==> src/sv/fbt_pkg.sv <==
// Package: shared constants, types and codes of the failure ban table.
`default_nettype none
package fbt_pkg;
   localparam int COUNT_ENTRIES = 16;
   localparam int BAN_ENTRIES   = 16;
   localparam int ALLOW_ENTRIES = 4;
   localparam int CIDX_W = $clog2(COUNT_ENTRIES);
   localparam int BIDX_W = $clog2(BAN_ENTRIES);
   localparam int CCNT_W = $clog2(COUNT_ENTRIES + 1);
   localparam int BCNT_W = $clog2(BAN_ENTRIES + 1);

   localparam logic [2:0] CMD_FAIL   = 3'd0;
   localparam logic [2:0] CMD_UNFAIL = 3'd1;
   localparam logic [2:0] CMD_BAN    = 3'd2;
   localparam logic [2:0] CMD_QUERY  = 3'd3;
   localparam logic [2:0] CMD_TICK   = 3'd4;

   localparam logic [1:0] EV_REPLY  = 2'd0;
   localparam logic [1:0] EV_LIFTED = 2'd1;
   localparam logic [1:0] EV_TICK   = 2'd2;

   localparam logic [2:0] REG_FAIL_LIMIT  = 3'd0;
   localparam logic [2:0] REG_FAIL_WINDOW = 3'd1;
   localparam logic [2:0] REG_BAN_LENGTH  = 3'd2;
   localparam logic [2:0] REG_ALLOW_0     = 3'd3;
   localparam logic [2:0] REG_ALLOW_1     = 3'd4;
   localparam logic [2:0] REG_ALLOW_2     = 3'd5;
   localparam logic [2:0] REG_ALLOW_3     = 3'd6;
   localparam logic [2:0] REG_ALLOW_USED  = 3'd7;

   typedef enum logic [3:0] {
      ST_IDLE, ST_CSCAN, ST_BSCAN, ST_EXEC, ST_TBAN, ST_TCNT, ST_TEND, ST_OUT
   } state_type;

   // controller to datapath
   typedef struct packed {
      logic load;       // capture transaction
      logic cscan;      // examine count entry at index
      logic bscan;      // examine ban entry at index
      logic exec;       // apply command
      logic tick_inc;   // advance time
      logic tban;       // tick: test ban entry
      logic tcnt;       // tick: test count entry
      logic tend;       // build tick-finished result
      logic clr_idx;    // restart scan index
   } cmd_type;

   // datapath to controller
   typedef struct packed {
      logic [2:0] command;
      logic       cdone;
      logic       bdone;
      logic       lift;   // current ban entry valid and expired; in a tick, its result is built
   } stat_type;

   typedef struct packed {
      logic [1:0]  event_kind;
      logic [31:0] address_out;
      logic        ok;
      logic        banned_now;
      logic        table_full;
      logic        last;
   } rsp_type;
endpackage
`default_nettype wire

==> src/sv/fbt_if.sv <==
// Interfaces: request, response and register-write channels.
`default_nettype none
interface fbt_req_if;
   logic        valid;
   logic        ready;
   logic [2:0]  command;
   logic [31:0] address;
   modport source (output valid, command, address, input ready);
   modport sink   (input valid, command, address, output ready);
endinterface

interface fbt_rsp_if;
   logic        valid;
   logic        ready;
   logic [1:0]  event_kind;
   logic [31:0] address_out;
   logic        ok;
   logic        banned_now;
   logic        table_full;
   logic        last;
   modport source (output valid, event_kind, address_out, ok, banned_now, table_full, last,
                   input ready);
   modport sink   (input valid, event_kind, address_out, ok, banned_now, table_full, last,
                   output ready);
endinterface

interface fbt_csr_if;
   logic        valid;
   logic        ready;
   logic [2:0]  index;
   logic [31:0] data;
   modport source (output valid, index, data, input ready);
   modport sink   (input valid, index, data, output ready);
endinterface
`default_nettype wire

==> src/sv/failure_ban_table.sv <==
// Top level: failure counter and ban list block.
// Each transaction is handled alone. A command other than tick scans the
// 16-entry counter table and then the 16-entry ban table, one entry a cycle,
// then executes and shows its reply, which output stall can hold. A tick
// advances time, walks the ban table one entry a cycle, held while a lifted
// ban's result is shown, and then the counter table, then gives the
// tick-finished result, which output stall can hold. Scan length is set by
// the table depths. Register writes are always accepted.
`default_nettype none
module failure_ban_table (
   input  wire logic  clock,
   input  wire logic  reset,
   fbt_req_if.sink    req,
   fbt_rsp_if.source  rsp,
   fbt_csr_if.sink    csr
);
   fbt_pkg::cmd_type  cmd;
   fbt_pkg::stat_type stat;
   fbt_pkg::rsp_type  res;

   assign csr.ready = 1'b1;

   fbt_ctrl u_ctrl (
      .clock, .reset,
      .req_valid (req.valid),
      .req_ready (req.ready),
      .rsp_valid (rsp.valid),
      .rsp_ready (rsp.ready),
      .stat, .cmd
   );

   fbt_dp u_dp (
      .clock, .reset, .cmd, .stat,
      .req_command (req.command),
      .req_address (req.address),
      .csr_we      (csr.valid),
      .csr_index   (csr.index),
      .csr_data    (csr.data),
      .rsp         (res)
   );

   assign rsp.event_kind  = res.event_kind;
   assign rsp.address_out = res.address_out;
   assign rsp.ok          = res.ok;
   assign rsp.banned_now  = res.banned_now;
   assign rsp.table_full  = res.table_full;
   assign rsp.last        = res.last;
endmodule
`default_nettype wire

==> src/sv/fbt_ctrl.sv <==
// Controller: sequences scans, command execution and tick results.
`default_nettype none
module fbt_ctrl (
   input  wire logic              clock,
   input  wire logic              reset,
   input  wire logic              req_valid,
   output logic                   req_ready,
   output logic                   rsp_valid,
   input  wire logic              rsp_ready,
   input  wire fbt_pkg::stat_type stat,
   output fbt_pkg::cmd_type       cmd
);
   fbt_pkg::state_type state_ff, state_in, ret_ff, ret_in;

   always_ff @(posedge clock) begin
      if (reset) begin
         state_ff <= fbt_pkg::ST_IDLE;
         ret_ff   <= fbt_pkg::ST_IDLE;
      end else begin
         state_ff <= state_in;
         ret_ff   <= ret_in;
      end
   end

   always_comb begin
      state_in  = state_ff;
      ret_in    = ret_ff;
      cmd       = '0;
      req_ready = 1'b0;
      rsp_valid = 1'b0;
      unique case (state_ff)
         fbt_pkg::ST_IDLE: begin
            req_ready = 1'b1;
            if (req_valid) begin
               cmd.load    = 1'b1;
               cmd.clr_idx = 1'b1;
               state_in    = fbt_pkg::ST_CSCAN;
            end
         end
         fbt_pkg::ST_CSCAN: begin
            if (stat.command == fbt_pkg::CMD_TICK) begin
               cmd.tick_inc = 1'b1;
               cmd.clr_idx  = 1'b1;
               state_in     = fbt_pkg::ST_TBAN;
            end else begin
               cmd.cscan = 1'b1;
               if (stat.cdone) begin
                  cmd.clr_idx = 1'b1;
                  state_in    = fbt_pkg::ST_BSCAN;
               end
            end
         end
         fbt_pkg::ST_BSCAN: begin
            cmd.bscan = 1'b1;
            if (stat.bdone) state_in = fbt_pkg::ST_EXEC;
         end
         fbt_pkg::ST_EXEC: begin
            cmd.exec = 1'b1;
            ret_in   = fbt_pkg::ST_IDLE;
            state_in = fbt_pkg::ST_OUT;
         end
         fbt_pkg::ST_TBAN: begin
            cmd.tban = 1'b1;
            if (stat.lift) begin
               ret_in   = fbt_pkg::ST_TBAN;
               state_in = fbt_pkg::ST_OUT;
            end else if (stat.bdone) begin
               cmd.clr_idx = 1'b1;
               state_in    = fbt_pkg::ST_TCNT;
            end
         end
         fbt_pkg::ST_TCNT: begin
            cmd.tcnt = 1'b1;
            if (stat.cdone) state_in = fbt_pkg::ST_TEND;
         end
         fbt_pkg::ST_TEND: begin
            cmd.tend = 1'b1;
            ret_in   = fbt_pkg::ST_IDLE;
            state_in = fbt_pkg::ST_OUT;
         end
         fbt_pkg::ST_OUT: begin
            rsp_valid = 1'b1;
            if (rsp_ready) state_in = ret_ff;
         end
         default: state_in = fbt_pkg::ST_IDLE;
      endcase
   end

   assert property (@(posedge clock) disable iff (reset)
      rsp_valid && !rsp_ready |=> rsp_valid)
      else $error("response dropped while stalled");
   assert property (@(posedge clock) disable iff (reset)
      req_ready |-> !rsp_valid)
      else $error("accepting while a response is pending");
   assert property (@(posedge clock) disable iff (reset)
      state_ff == fbt_pkg::ST_EXEC |=> state_ff == fbt_pkg::ST_OUT)
      else $error("command reply not presented");
endmodule
`default_nettype wire

==> src/sv/fbt_dp.sv <==
// Datapath: tables, registers, time and result register.
`default_nettype none
module fbt_dp (
   input  wire logic              clock,
   input  wire logic              reset,
   input  wire fbt_pkg::cmd_type  cmd,
   output fbt_pkg::stat_type      stat,
   input  wire logic [2:0]        req_command,
   input  wire logic [31:0]       req_address,
   input  wire logic              csr_we,
   input  wire logic [2:0]        csr_index,
   input  wire logic [31:0]       csr_data,
   output fbt_pkg::rsp_type       rsp
);
   localparam int CW = fbt_pkg::CIDX_W;
   localparam int BW = fbt_pkg::BIDX_W;
   localparam int IW = (CW > BW) ? CW : BW;
   localparam int IDXW = IW + 1;

   // configuration
   logic [7:0]  limit_ff;
   logic [31:0] window_ff, banlen_ff;
   logic [31:0] allow_ff [fbt_pkg::ALLOW_ENTRIES];
   logic [2:0]  used_ff;

   // tables
   logic [31:0] c_addr_ff [fbt_pkg::COUNT_ENTRIES];
   logic [7:0]  c_val_ff  [fbt_pkg::COUNT_ENTRIES];
   logic [31:0] c_time_ff [fbt_pkg::COUNT_ENTRIES];
   logic [fbt_pkg::COUNT_ENTRIES-1:0] c_vld_ff;
   logic [31:0] b_addr_ff [fbt_pkg::BAN_ENTRIES];
   logic [31:0] b_time_ff [fbt_pkg::BAN_ENTRIES];
   logic [fbt_pkg::BAN_ENTRIES-1:0] b_vld_ff;
   logic [31:0] time_ff;

   // transaction and scan results
   logic [2:0]  cmd_ff;
   logic [31:0] addr_ff;
   logic [IDXW-1:0] idx_ff;
   logic        chit_ff, cfree_ff, bhit_ff, bfree_ff;
   logic [CW-1:0] chit_i_ff, cfree_i_ff;
   logic [BW-1:0] bfree_i_ff;
   fbt_pkg::rsp_type rsp_ff;
   fbt_pkg::rsp_type reply;

   logic [CW-1:0] ci;
   logic [BW-1:0] bi;
   logic allowed;
   logic [7:0] nval;
   logic [31:0] b_el, c_el;

   assign ci = idx_ff[CW-1:0];
   assign bi = idx_ff[BW-1:0];
   assign rsp = rsp_ff;
   assign b_el = time_ff - b_time_ff[bi];
   assign c_el = time_ff - c_time_ff[ci];
   assign nval = (c_val_ff[chit_i_ff] == 8'hFF) ? 8'hFF : c_val_ff[chit_i_ff] + 8'd1;

   always_comb begin
      allowed = 1'b0;
      for (int k = 0; k < fbt_pkg::ALLOW_ENTRIES; k++)
         if ({29'd0, used_ff} > k && allow_ff[k] == addr_ff) allowed = 1'b1;
   end

   assign stat.command = cmd_ff;
   assign stat.cdone = (idx_ff == IDXW'(fbt_pkg::COUNT_ENTRIES - 1));
   assign stat.bdone = (idx_ff == IDXW'(fbt_pkg::BAN_ENTRIES - 1));
   assign stat.lift  = b_vld_ff[bi] && (b_el >= banlen_ff);

   // build the command reply from the scan results
   always_comb begin
      reply = '{event_kind: fbt_pkg::EV_REPLY, address_out: addr_ff,
                ok: 1'b0, banned_now: 1'b0, table_full: 1'b0, last: 1'b1};
      unique case (cmd_ff)
         fbt_pkg::CMD_FAIL: begin
            if (!allowed) begin
               reply.ok = 1'b1;
               if (!chit_ff) begin
                  if (!cfree_ff) reply.table_full = 1'b1;
               end else if (nval >= limit_ff && !bhit_ff) begin
                  if (bfree_ff) reply.banned_now = 1'b1;
                  else reply.table_full = 1'b1;
               end
            end
         end
         fbt_pkg::CMD_UNFAIL: reply.ok = chit_ff;
         fbt_pkg::CMD_BAN: begin
            if (!allowed) begin
               reply.ok = 1'b1;
               if (!bhit_ff) begin
                  if (bfree_ff) reply.banned_now = 1'b1;
                  else reply.table_full = 1'b1;
               end
            end
         end
         fbt_pkg::CMD_QUERY: reply.ok = bhit_ff;
         default: ;
      endcase
   end

   // configuration registers
   always_ff @(posedge clock) begin
      if (reset) begin
         limit_ff  <= 8'd5;
         window_ff <= 32'd600;
         banlen_ff <= 32'd3600;
         used_ff   <= 3'd0;
         for (int k = 0; k < fbt_pkg::ALLOW_ENTRIES; k++) allow_ff[k] <= '0;
      end else if (csr_we) begin
         unique case (csr_index)
            fbt_pkg::REG_FAIL_LIMIT:  limit_ff  <= csr_data[7:0];
            fbt_pkg::REG_FAIL_WINDOW: window_ff <= csr_data;
            fbt_pkg::REG_BAN_LENGTH:  banlen_ff <= csr_data;
            fbt_pkg::REG_ALLOW_0:     allow_ff[0] <= csr_data;
            fbt_pkg::REG_ALLOW_1:     allow_ff[1] <= csr_data;
            fbt_pkg::REG_ALLOW_2:     allow_ff[2] <= csr_data;
            fbt_pkg::REG_ALLOW_3:     allow_ff[3] <= csr_data;
            fbt_pkg::REG_ALLOW_USED:  used_ff   <= csr_data[2:0];
            default: ;
         endcase
      end
   end

   // control state: valid bits and time
   always_ff @(posedge clock) begin
      if (reset) begin
         c_vld_ff <= '0;
         b_vld_ff <= '0;
         time_ff  <= '0;
         idx_ff   <= '0;
      end else begin
         if (cmd.clr_idx) idx_ff <= '0;
         else if (cmd.cscan || cmd.bscan || cmd.tcnt || (cmd.tban && !stat.lift))
            idx_ff <= idx_ff + IDXW'(1);
         if (cmd.tick_inc) time_ff <= time_ff + 32'd1;
         if (cmd.tban && stat.lift) b_vld_ff[bi] <= 1'b0;
         if (cmd.tcnt && c_vld_ff[ci] && c_el >= window_ff) c_vld_ff[ci] <= 1'b0;
         if (cmd.exec) begin
            unique case (cmd_ff)
               fbt_pkg::CMD_FAIL: begin
                  if (!allowed) begin
                     if (!chit_ff) begin
                        if (cfree_ff) c_vld_ff[cfree_i_ff] <= 1'b1;
                     end else if (nval >= limit_ff) begin
                        c_vld_ff[chit_i_ff] <= 1'b0;
                        if (!bhit_ff && bfree_ff) b_vld_ff[bfree_i_ff] <= 1'b1;
                     end
                  end
               end
               fbt_pkg::CMD_UNFAIL: if (chit_ff) c_vld_ff[chit_i_ff] <= 1'b0;
               fbt_pkg::CMD_BAN:
                  if (!allowed && !bhit_ff && bfree_ff) b_vld_ff[bfree_i_ff] <= 1'b1;
               default: ;
            endcase
         end
      end
   end

   // payload: transaction, scan results, table contents, result
   always_ff @(posedge clock) begin
      if (cmd.load) begin
         cmd_ff  <= req_command;
         addr_ff <= req_address;
         chit_ff <= 1'b0; cfree_ff <= 1'b0; bhit_ff <= 1'b0; bfree_ff <= 1'b0;
         chit_i_ff <= '0; cfree_i_ff <= '0; bfree_i_ff <= '0;
      end
      if (cmd.cscan) begin
         if (c_vld_ff[ci] && c_addr_ff[ci] == addr_ff && !chit_ff) begin
            chit_ff <= 1'b1; chit_i_ff <= ci;
         end
         if (!c_vld_ff[ci] && !cfree_ff) begin
            cfree_ff <= 1'b1; cfree_i_ff <= ci;
         end
      end
      if (cmd.bscan) begin
         if (b_vld_ff[bi] && b_addr_ff[bi] == addr_ff) bhit_ff <= 1'b1;
         if (!b_vld_ff[bi] && !bfree_ff) begin
            bfree_ff <= 1'b1; bfree_i_ff <= bi;
         end
      end
      if (cmd.tban && stat.lift) begin
         rsp_ff <= '{event_kind: fbt_pkg::EV_LIFTED, address_out: b_addr_ff[bi],
                     ok: 1'b1, banned_now: 1'b0, table_full: 1'b0, last: 1'b0};
      end
      if (cmd.tend) begin
         rsp_ff <= '{event_kind: fbt_pkg::EV_TICK, address_out: 32'd0,
                     ok: 1'b0, banned_now: 1'b0, table_full: 1'b0, last: 1'b1};
      end
      if (cmd.exec) begin
         rsp_ff <= reply;
         unique case (cmd_ff)
            fbt_pkg::CMD_FAIL: begin
               if (!allowed) begin
                  if (!chit_ff) begin
                     if (cfree_ff) begin
                        c_addr_ff[cfree_i_ff] <= addr_ff;
                        c_val_ff[cfree_i_ff]  <= 8'd1;
                        c_time_ff[cfree_i_ff] <= time_ff;
                     end
                  end else begin
                     c_val_ff[chit_i_ff] <= nval;
                     if (nval >= limit_ff && !bhit_ff && bfree_ff) begin
                        b_addr_ff[bfree_i_ff] <= addr_ff;
                        b_time_ff[bfree_i_ff] <= time_ff;
                     end
                  end
               end
            end
            fbt_pkg::CMD_BAN: begin
               if (!allowed && !bhit_ff && bfree_ff) begin
                  b_addr_ff[bfree_i_ff] <= addr_ff;
                  b_time_ff[bfree_i_ff] <= time_ff;
               end
            end
            default: ;
         endcase
      end
   end

   assert property (@(posedge clock) disable iff (reset)
      cmd.exec && cmd_ff == fbt_pkg::CMD_BAN && !allowed && !bhit_ff && bfree_ff
      |=> b_vld_ff != '0)
      else $error("ban not recorded");
   assert property (@(posedge clock) disable iff (reset)
      cmd.tend |=> rsp_ff.last && rsp_ff.event_kind == fbt_pkg::EV_TICK)
      else $error("tick end result wrong");
   assert property (@(posedge clock) disable iff (reset)
      cmd.tick_inc |=> time_ff == $past(time_ff) + 32'd1)
      else $error("time not advanced");
endmodule
`default_nettype wire

==> src/flat_wrapper.sv <==
// flat-port wrapper written by rule: the top's interface ports become plain ports
module failure_ban_table_flat 
  (clock, reset, req_valid, req_command, req_address, req_ready, rsp_valid, rsp_event_kind, rsp_address_out, rsp_ok, rsp_banned_now, rsp_table_full, rsp_last, rsp_ready, csr_valid, csr_index, csr_data, csr_ready);
  fbt_req_if req_i ();
  fbt_rsp_if rsp_i ();
  fbt_csr_if csr_i ();
  input  wire logic clock;
  input  wire logic reset;
  input wire logic [$bits(req_i.valid)-1:0] req_valid;
  input wire logic [$bits(req_i.command)-1:0] req_command;
  input wire logic [$bits(req_i.address)-1:0] req_address;
  output wire logic [$bits(req_i.ready)-1:0] req_ready;
  output wire logic [$bits(rsp_i.valid)-1:0] rsp_valid;
  output wire logic [$bits(rsp_i.event_kind)-1:0] rsp_event_kind;
  output wire logic [$bits(rsp_i.address_out)-1:0] rsp_address_out;
  output wire logic [$bits(rsp_i.ok)-1:0] rsp_ok;
  output wire logic [$bits(rsp_i.banned_now)-1:0] rsp_banned_now;
  output wire logic [$bits(rsp_i.table_full)-1:0] rsp_table_full;
  output wire logic [$bits(rsp_i.last)-1:0] rsp_last;
  input wire logic [$bits(rsp_i.ready)-1:0] rsp_ready;
  input wire logic [$bits(csr_i.valid)-1:0] csr_valid;
  input wire logic [$bits(csr_i.index)-1:0] csr_index;
  input wire logic [$bits(csr_i.data)-1:0] csr_data;
  output wire logic [$bits(csr_i.ready)-1:0] csr_ready;
  assign req_i.valid = req_valid;
  assign req_i.command = req_command;
  assign req_i.address = req_address;
  assign req_ready = req_i.ready;
  assign rsp_valid = rsp_i.valid;
  assign rsp_event_kind = rsp_i.event_kind;
  assign rsp_address_out = rsp_i.address_out;
  assign rsp_ok = rsp_i.ok;
  assign rsp_banned_now = rsp_i.banned_now;
  assign rsp_table_full = rsp_i.table_full;
  assign rsp_last = rsp_i.last;
  assign rsp_i.ready = rsp_ready;
  assign csr_i.valid = csr_valid;
  assign csr_i.index = csr_index;
  assign csr_i.data = csr_data;
  assign csr_ready = csr_i.ready;
  failure_ban_table u_core (.clock(clock), .reset(reset), .req(req_i), .rsp(rsp_i), .csr(csr_i));
endmodule
==> config.mk <==
export PLATFORM = sky130hd
export DESIGN_NAME = failure_ban_table_flat
export DESIGN_NICKNAME = d
export VERILOG_FILES = /design/src/sv/fbt_pkg.sv /design/src/sv/fbt_if.sv /design/src/sv/failure_ban_table.sv /design/src/sv/fbt_ctrl.sv /design/src/sv/fbt_dp.sv /design/src/flat_wrapper.sv
export SDC_FILE = /design/constraint.sdc
export NUM_CORES = 2
export LEC_CHECK = 0
export BUFFER_PORTS_ARGS = -buffer_cell sky130_fd_sc_hd__clkbuf_2
export CAP_MARGIN = 20
export CORE_ASPECT_RATIO = 0.7
export CORE_MARGIN = 2
export CORE_UTILIZATION = 45
export DETAILED_ROUTE_END_ITERATION = 10
export GPL_TIMING_DRIVEN = 0
export HOLD_SLACK_MARGIN = 0.08
export SYNTH_ARGS = -nofsm -noshare
export SYNTH_HDL_FRONTEND = slang
export SYNTH_SLANG_ARGS = --single-unit
==> constraint.sdc <==
create_clock -name clock -period 20.1 [get_ports clock]
set_input_delay 4.02 -clock clock [delete_from_list [all_inputs] [get_ports clock]]
set_output_delay 4.02 -clock clock [all_outputs]
set_load 0.02 [all_outputs]
Word level (Yosys, flattened, before mapping)
Memories as Yosys holds them, arrays and structs flattened. A register that Yosys moved wholly into a read port is not among the register bits. Cells that the tools add are included.

Add/subtract/negate cells: 5. $lt $le $gt $ge: 15. Eq/ne operators: 33. Mux-type cells: 154. Bitwise operators: 13. Reductions and logical operators: 50.

Operators by type and width (number): $mux W16 (16); $eq A32 B32 Y1 (6); $mux W32 (6); $mux W4 (27); $mux W1 (83); $mux W38 (2); $ge A32 B32 Y1 (2); $pmux W16 S2 (2); $sub A32 B32 Y32 (2); $and A16 B16 Y16 (3); $mux W36 (1); $add A32 B1 Y32 const B (1); $not A16 Y16 (2); $or A16 B16 Y16 (2); $pmux W4 S7 (1); $logic_and A1 B1 Y1 (23); $lt A4 B5 Y1 const B (4); $demux W1 S4 (4); $eq A4 B3 Y1 const B (4); $ge A4 B1 Y1 const B (4); $mux W8 (2); $eq A3 B3 Y1 const B (5); $eq A3 B2 Y1 const B (4); $reduce_and A2 Y1 (5); 30 further kinds (59).

Register bits after elaboration: 241. RAM bits: 2304. Input port bits: 75. Output and inout port bits: 41. Logic and storage cells: 302. Memories kept: 6.

Memory list: u_core.u_dp.b_addr_ff (words 16, bits a word 32, read ports 1, clocked after Yosys merged registers in 1, write ports 1, line fbt_dp.sv:31) `logic [31:0] b_addr_ff [fbt_pkg::BAN_ENTRIES];`; u_core.u_dp.b_time_ff (words 16, bits a word 32, read ports 1, clocked after Yosys merged registers in 1, write ports 1, line fbt_dp.sv:32) `logic [31:0] b_time_ff [fbt_pkg::BAN_ENTRIES];`; u_core.u_dp.c_addr_ff (words 16, bits a word 32, read ports 1, clocked after Yosys merged registers in 1, write ports 1, line fbt_dp.sv:27) `logic [31:0] c_addr_ff [fbt_pkg::COUNT_ENTRIES];`; u_core.u_dp.c_time_ff (words 16, bits a word 32, read ports 1, clocked after Yosys merged registers in 1, write ports 1, line fbt_dp.sv:29) `logic [31:0] c_time_ff [fbt_pkg::COUNT_ENTRIES];`; u_core.u_dp.allow_ff (words 4, bits a word 32, read ports 4, clocked after Yosys merged registers in 0, write ports 4, line fbt_dp.sv:23) `logic [31:0] allow_ff [fbt_pkg::ALLOW_ENTRIES];`; u_core.u_dp.c_val_ff (words 16, bits a word 8, read ports 1, clocked after Yosys merged registers in 1, write ports 1, line fbt_dp.sv:28) `logic [7:0] c_val_ff [fbt_pkg::COUNT_ENTRIES];`.

Longest topological paths before layout
Depth in word-level cells: 15. Depth in mapped cells: 38. Depth with buffers taken out: 26.

Hierarchy
From an unflattened synthesis, not the netlist that was laid out.

Cells, all modules: 5571. Area total of the unflattened synthesis: 104271.3 um^2.

Modules (own cells, without submodules): fbt_dp (instances 1, cells each 5513, area each 103874.6 um^2, sequential area each 74631.6 um^2); fbt_ctrl (instances 1, cells each 56, area each 385.4 um^2, sequential area each 80.1 um^2); failure_ban_table (instances 1, cells each 2, area each 11.3 um^2, sequential area each 0.0 um^2).

Worst setup path before layout
OpenSTA, ideal clock, no wires.

Path type: reg2reg. Start: reg, netlist name u_core.u_dp.chit_i_ff[0]. End: mem u_core.u_dp.b_addr_ff[0][0], enable pin. Setup time: 0.644 ns. Arrival: 10.485 ns. Required time: 19.456 ns. Setup slack: 8.971 ns. Stages on the path, launching flop included: 21. Buffers on the path: 5. Clock period less this slack: 11.129 ns. Cell sequence: dfxtp_1 -> buf_2 -> buf_2 -> buf_2 -> buf_2 -> mux4_2 -> mux4_2 -> nand3_1 -> and2_1 -> ha_1 -> nand2b_1 -> a21o_1 -> a21o_1 -> a21o_1 -> a21o_1 -> a2111oi_0 -> nor3_1 -> o2111a_1 -> nand2b_1 -> clkbuf_1 -> nor4_1.

RTL lines (line): end, declared (fbt_dp.sv:31).

==> qor.txt <==
status: finished, final reports clean
CTS HTree Levels: 4
HPWL Detailed: 215000 um
Fmax achieved: 0.0735 GHz
Leak Pwr: 39.2 nW
RePlAce Congestion: 0.874
final hold violation count: 0
Post-synth EDFFs: 2374
Hold EP: u_core.u_dp.window_ff[2]$_SDFFE_PP0P_
hold path startpoint: u_core.u_dp.window_ff[2]$_SDFFE_PP0P_
Netlist cell types: 75
Max Buffers Root-to-Sink: 4
fin. max-slew vios: 0
Worst-path clk slew: 60 ps
top-count cell post-synth: edfxtp_1
Synth-to-Final Area Change: 16.6%
Final min period: 13600 ps
layout cell share with drive strength beyond 1: 24.8%
largest net degree at the start of global routing: 40
Starting DRT DRC Count: 8967
DIE AREA: 235000 um2
synth warn: 0
Site Rows: 147
slowest cell on the critical path: nor3b_1
Slew @ Worst Pin: 1230 ps
Hold Slack: 459 ps
vias in the first global route: 55700
post-CTS setup buffers: 0
Peak VDD IR: 0.0894 mV
Final setup viols: 0
final period utilization: 67.7%
Synthesized Nets: 5764
pwr dens: 105 nW/um2
mean routed wirelength per cell: 32.5 um
Root Buffer: clkbuf_16
Avg Cell Area, Syn: 18.7 um2
vias per cell: 6.11
Critical R2R Capture: u_core.u_dp.rsp[14]$_DFFE_PP_
CP Launch Type: flip-flop
register bit total from synthesis: 2545
initial antenna violation count: 25
Worst setup EP type: flip-flop
IO buf count: 112
CTS tree: yes
post-synthesis sequential area ratio: 71.9%
Rel. slew slack: 17.8%
NumNets Final: 6448
via count: 57900
area of the core: 229000 um2
Post-DRT Antenna Nets: 0
Die W: 578 um
Most used DFF post-synth: edfxtp_1
Initial Utilization: 45.3%
Post-Place Cells: 9014
commonest cells in the netlist: edfxtp_1 (2374), mux4_2 (645), nand2_1 (292), inv_1 (175), a21oi_1 (172)
# IOs: 116
CTS Hold Buffers Added: 0
top cell type's share of synthesized area: 68.6%
CP dominant cell by count: buf_4
first-pass GRT wire length: 430000 um
Clock Sinks: 2545
# DRC: 0
final non-filler cell total: 9482
largest stage delay on the critical path: 880 ps
ys async rst share: 0%
Routed WL: 308000 um
Worst Hold Class: reg2reg
Die H: 406 um
Cells on Worst Hold Path: 2
RSZ-0062 raised after global routing: false
Critical Path Fanout Max: 31
DRT Pass-1 Iters: 7
Layout Skew: 97.4 ps
Clock Latency Late Sink: 910 ps
CP Class: reg2reg
Critical Path RT: 20650 ps
Arr. time, crit path: 14150 ps
max capacitance violation total: 0
Synth area leaders: edfxtp_1 (69%), mux4_2 (14%), dfxtp_1 (3.3%)
cell area after synthesis: 104000 um2
worst-case reg-to-reg path depth: 37
GRT overflow: 0
Synth area leader: edfxtp_1
post-cts sizing count: 0
Inserted Clock Buffers: 241
GRT Total Usage: 26.2%
Synth Instances: 5545
Worst R2R Setup Slack: 6500 ps
power by group:
part           internal (W)  switching, W  leakage [nW]  total (W)
Sequential          0.00590     0.0000968          23.0    0.00600
Clock               0.00245       0.00200          3.64    0.00445
Combinational      0.000984       0.00126          12.6    0.00224
Total               0.00934       0.00335          39.2     0.0127
logic make-up (layout without fill, tap and decap cells):
kind of cell	after synthesis	after routing	share of synthesized area (%)
flip-flops	2545	2545	71.9
AND/OR/NAND/NOR	887	887	4.22
multiplexers	710	710	14.6
AO/OA/AOI/OAI	534	534	3.34
buffers and inverters	453	1324	1.87
XOR/XNOR	271	271	2.28
adder cells (fa/ha/maj)	144	144	1.75
other	1	13	0.00361
worst max-delay path, delay by kind of cell, from the launching register on:
kind | cells | cell delay [ps]
AO/OA/AOI/OAI | 9 | 2670
XOR/XNOR | 1 | 150
adder cells (fa/ha/maj) | 2 | 580
buffers and inverters | 15 | 5850
flip-flops | 1 | 360
multiplexers | 2 | 1010
AND/OR/NAND/NOR | 8 | 2490
cells in the final DEF (no fill, tap or decap), types with 34 or more instances in the layout:
master / instances
buf_4: 92
nand4_1: 57
buf_8: 38
clkbuf_1: 199
and2_1: 144
a21o_1: 51
o21ai_0: 88
nor3_1: 44
ha_1: 142
inv_1: 170
nand2_1: 291
a21oi_1: 172
buf_12: 38
edfxtp_1: 2374
clkbuf_16: 244
mux2i_1: 60
buf_16: 74
buf_6: 118
clkbuf_2: 116
nor2b_1: 39
xnor2_1: 145
nor2_1: 127
clkinv_1: 34
nand3_1: 42
mux4_2: 645
buf_2: 75
xor2_1: 126
dfxtp_1: 168
final cells by class:
type                    instances  area (um2)
repair buffers                441        5690
fillers                     17900      108000
plain buffers                 275        1280
clock buffers                 323        6510
clock inverters               107         973
well taps                    3054        3820
inverters                     178         688
diodes                         12        30.0
multi-input cells            2547       27500
flip-flops and latches       2545       74700
worst max-delay path by stage:
stage	startpoint	end	slack, ps	cells after the start
finish	flip-flop	u_core.u_dp.rsp[14]$_DFFE_PP_	6500	37
floorplan	u_core.u_dp.chit_i_ff[0]$_DFF_P_	u_core.u_dp.b_addr_ff[0][0]$_DFFE_PP_	8970	20
CTS	flip-flop	u_core.u_dp.rsp[14]$_DFFE_PP_	6590	37
global route	flip-flop	u_core.u_dp.rsp[18]$_DFFE_PP_	6080	37
global placement	u_core.u_dp.chit_i_ff[1]$_DFF_P_	u_core.u_dp.b_time_ff[12][30]$_DFFE_PP_	-1790	18
detailed placement	flip-flop	u_core.u_dp.rsp[14]$_DFFE_PP_	6620	37
through the flow:
stage	TNS, ps	worst slack [ps]	util (%)	total power (W)	instance area (um2)
6_report	0	6500	52.8	0.0127	121000
5_1_grt	0	6080	52.8	0.0131	121000
3_5_place_dp	0	6620	49.3	0.00832	113000
4_1_cts	0	6590	52.6	0.0127	121000
2_1_floorplan	0	8970	-	0.00747	104000
3_3_place_gp	-381470	-1790	47.2	0.00819	108000
metal layers:
metal | GRT usage (%) | routed length (um) | vias to the layer above
met5 | 0 | 0 | -
met4 | 7.60 | 8750 | 0
met3 | 4.87 | 31600 | 423
met2 | 37.1 | 132000 | 3265
met1 | 41.2 | 136000 | 30600
li1 | - | - | 23600
flip-flops by register name, summed over array words and instances (netlist names), 3 cells and up, named ones only:
register and count:
u_core.u_dp.used_ff 3, u_core.u_dp.allow_ff 128, u_core.u_dp.banlen_ff 32, u_core.u_dp.cmd_ff 3
u_core.u_ctrl.state_ff 3, u_core.u_dp.cfree_i_ff 4, u_core.u_dp.c_time_ff 512, u_core.u_dp.c_vld_ff 16
u_core.u_dp.rsp 38, u_core.u_dp.window_ff 32, u_core.u_dp.bfree_i_ff 4, u_core.u_dp.b_vld_ff 16
u_core.u_dp.c_val_ff 128, u_core.u_dp.b_time_ff 512, u_core.u_dp.c_addr_ff 512, u_core.u_dp.idx_ff 5
u_core.u_dp.chit_i_ff 4, u_core.u_dp.time_ff 32, u_core.u_dp.b_addr_ff 512, u_core.u_dp.limit_ff 8
u_core.u_dp.addr_ff 32
Power figures use the tool's default switching activity.
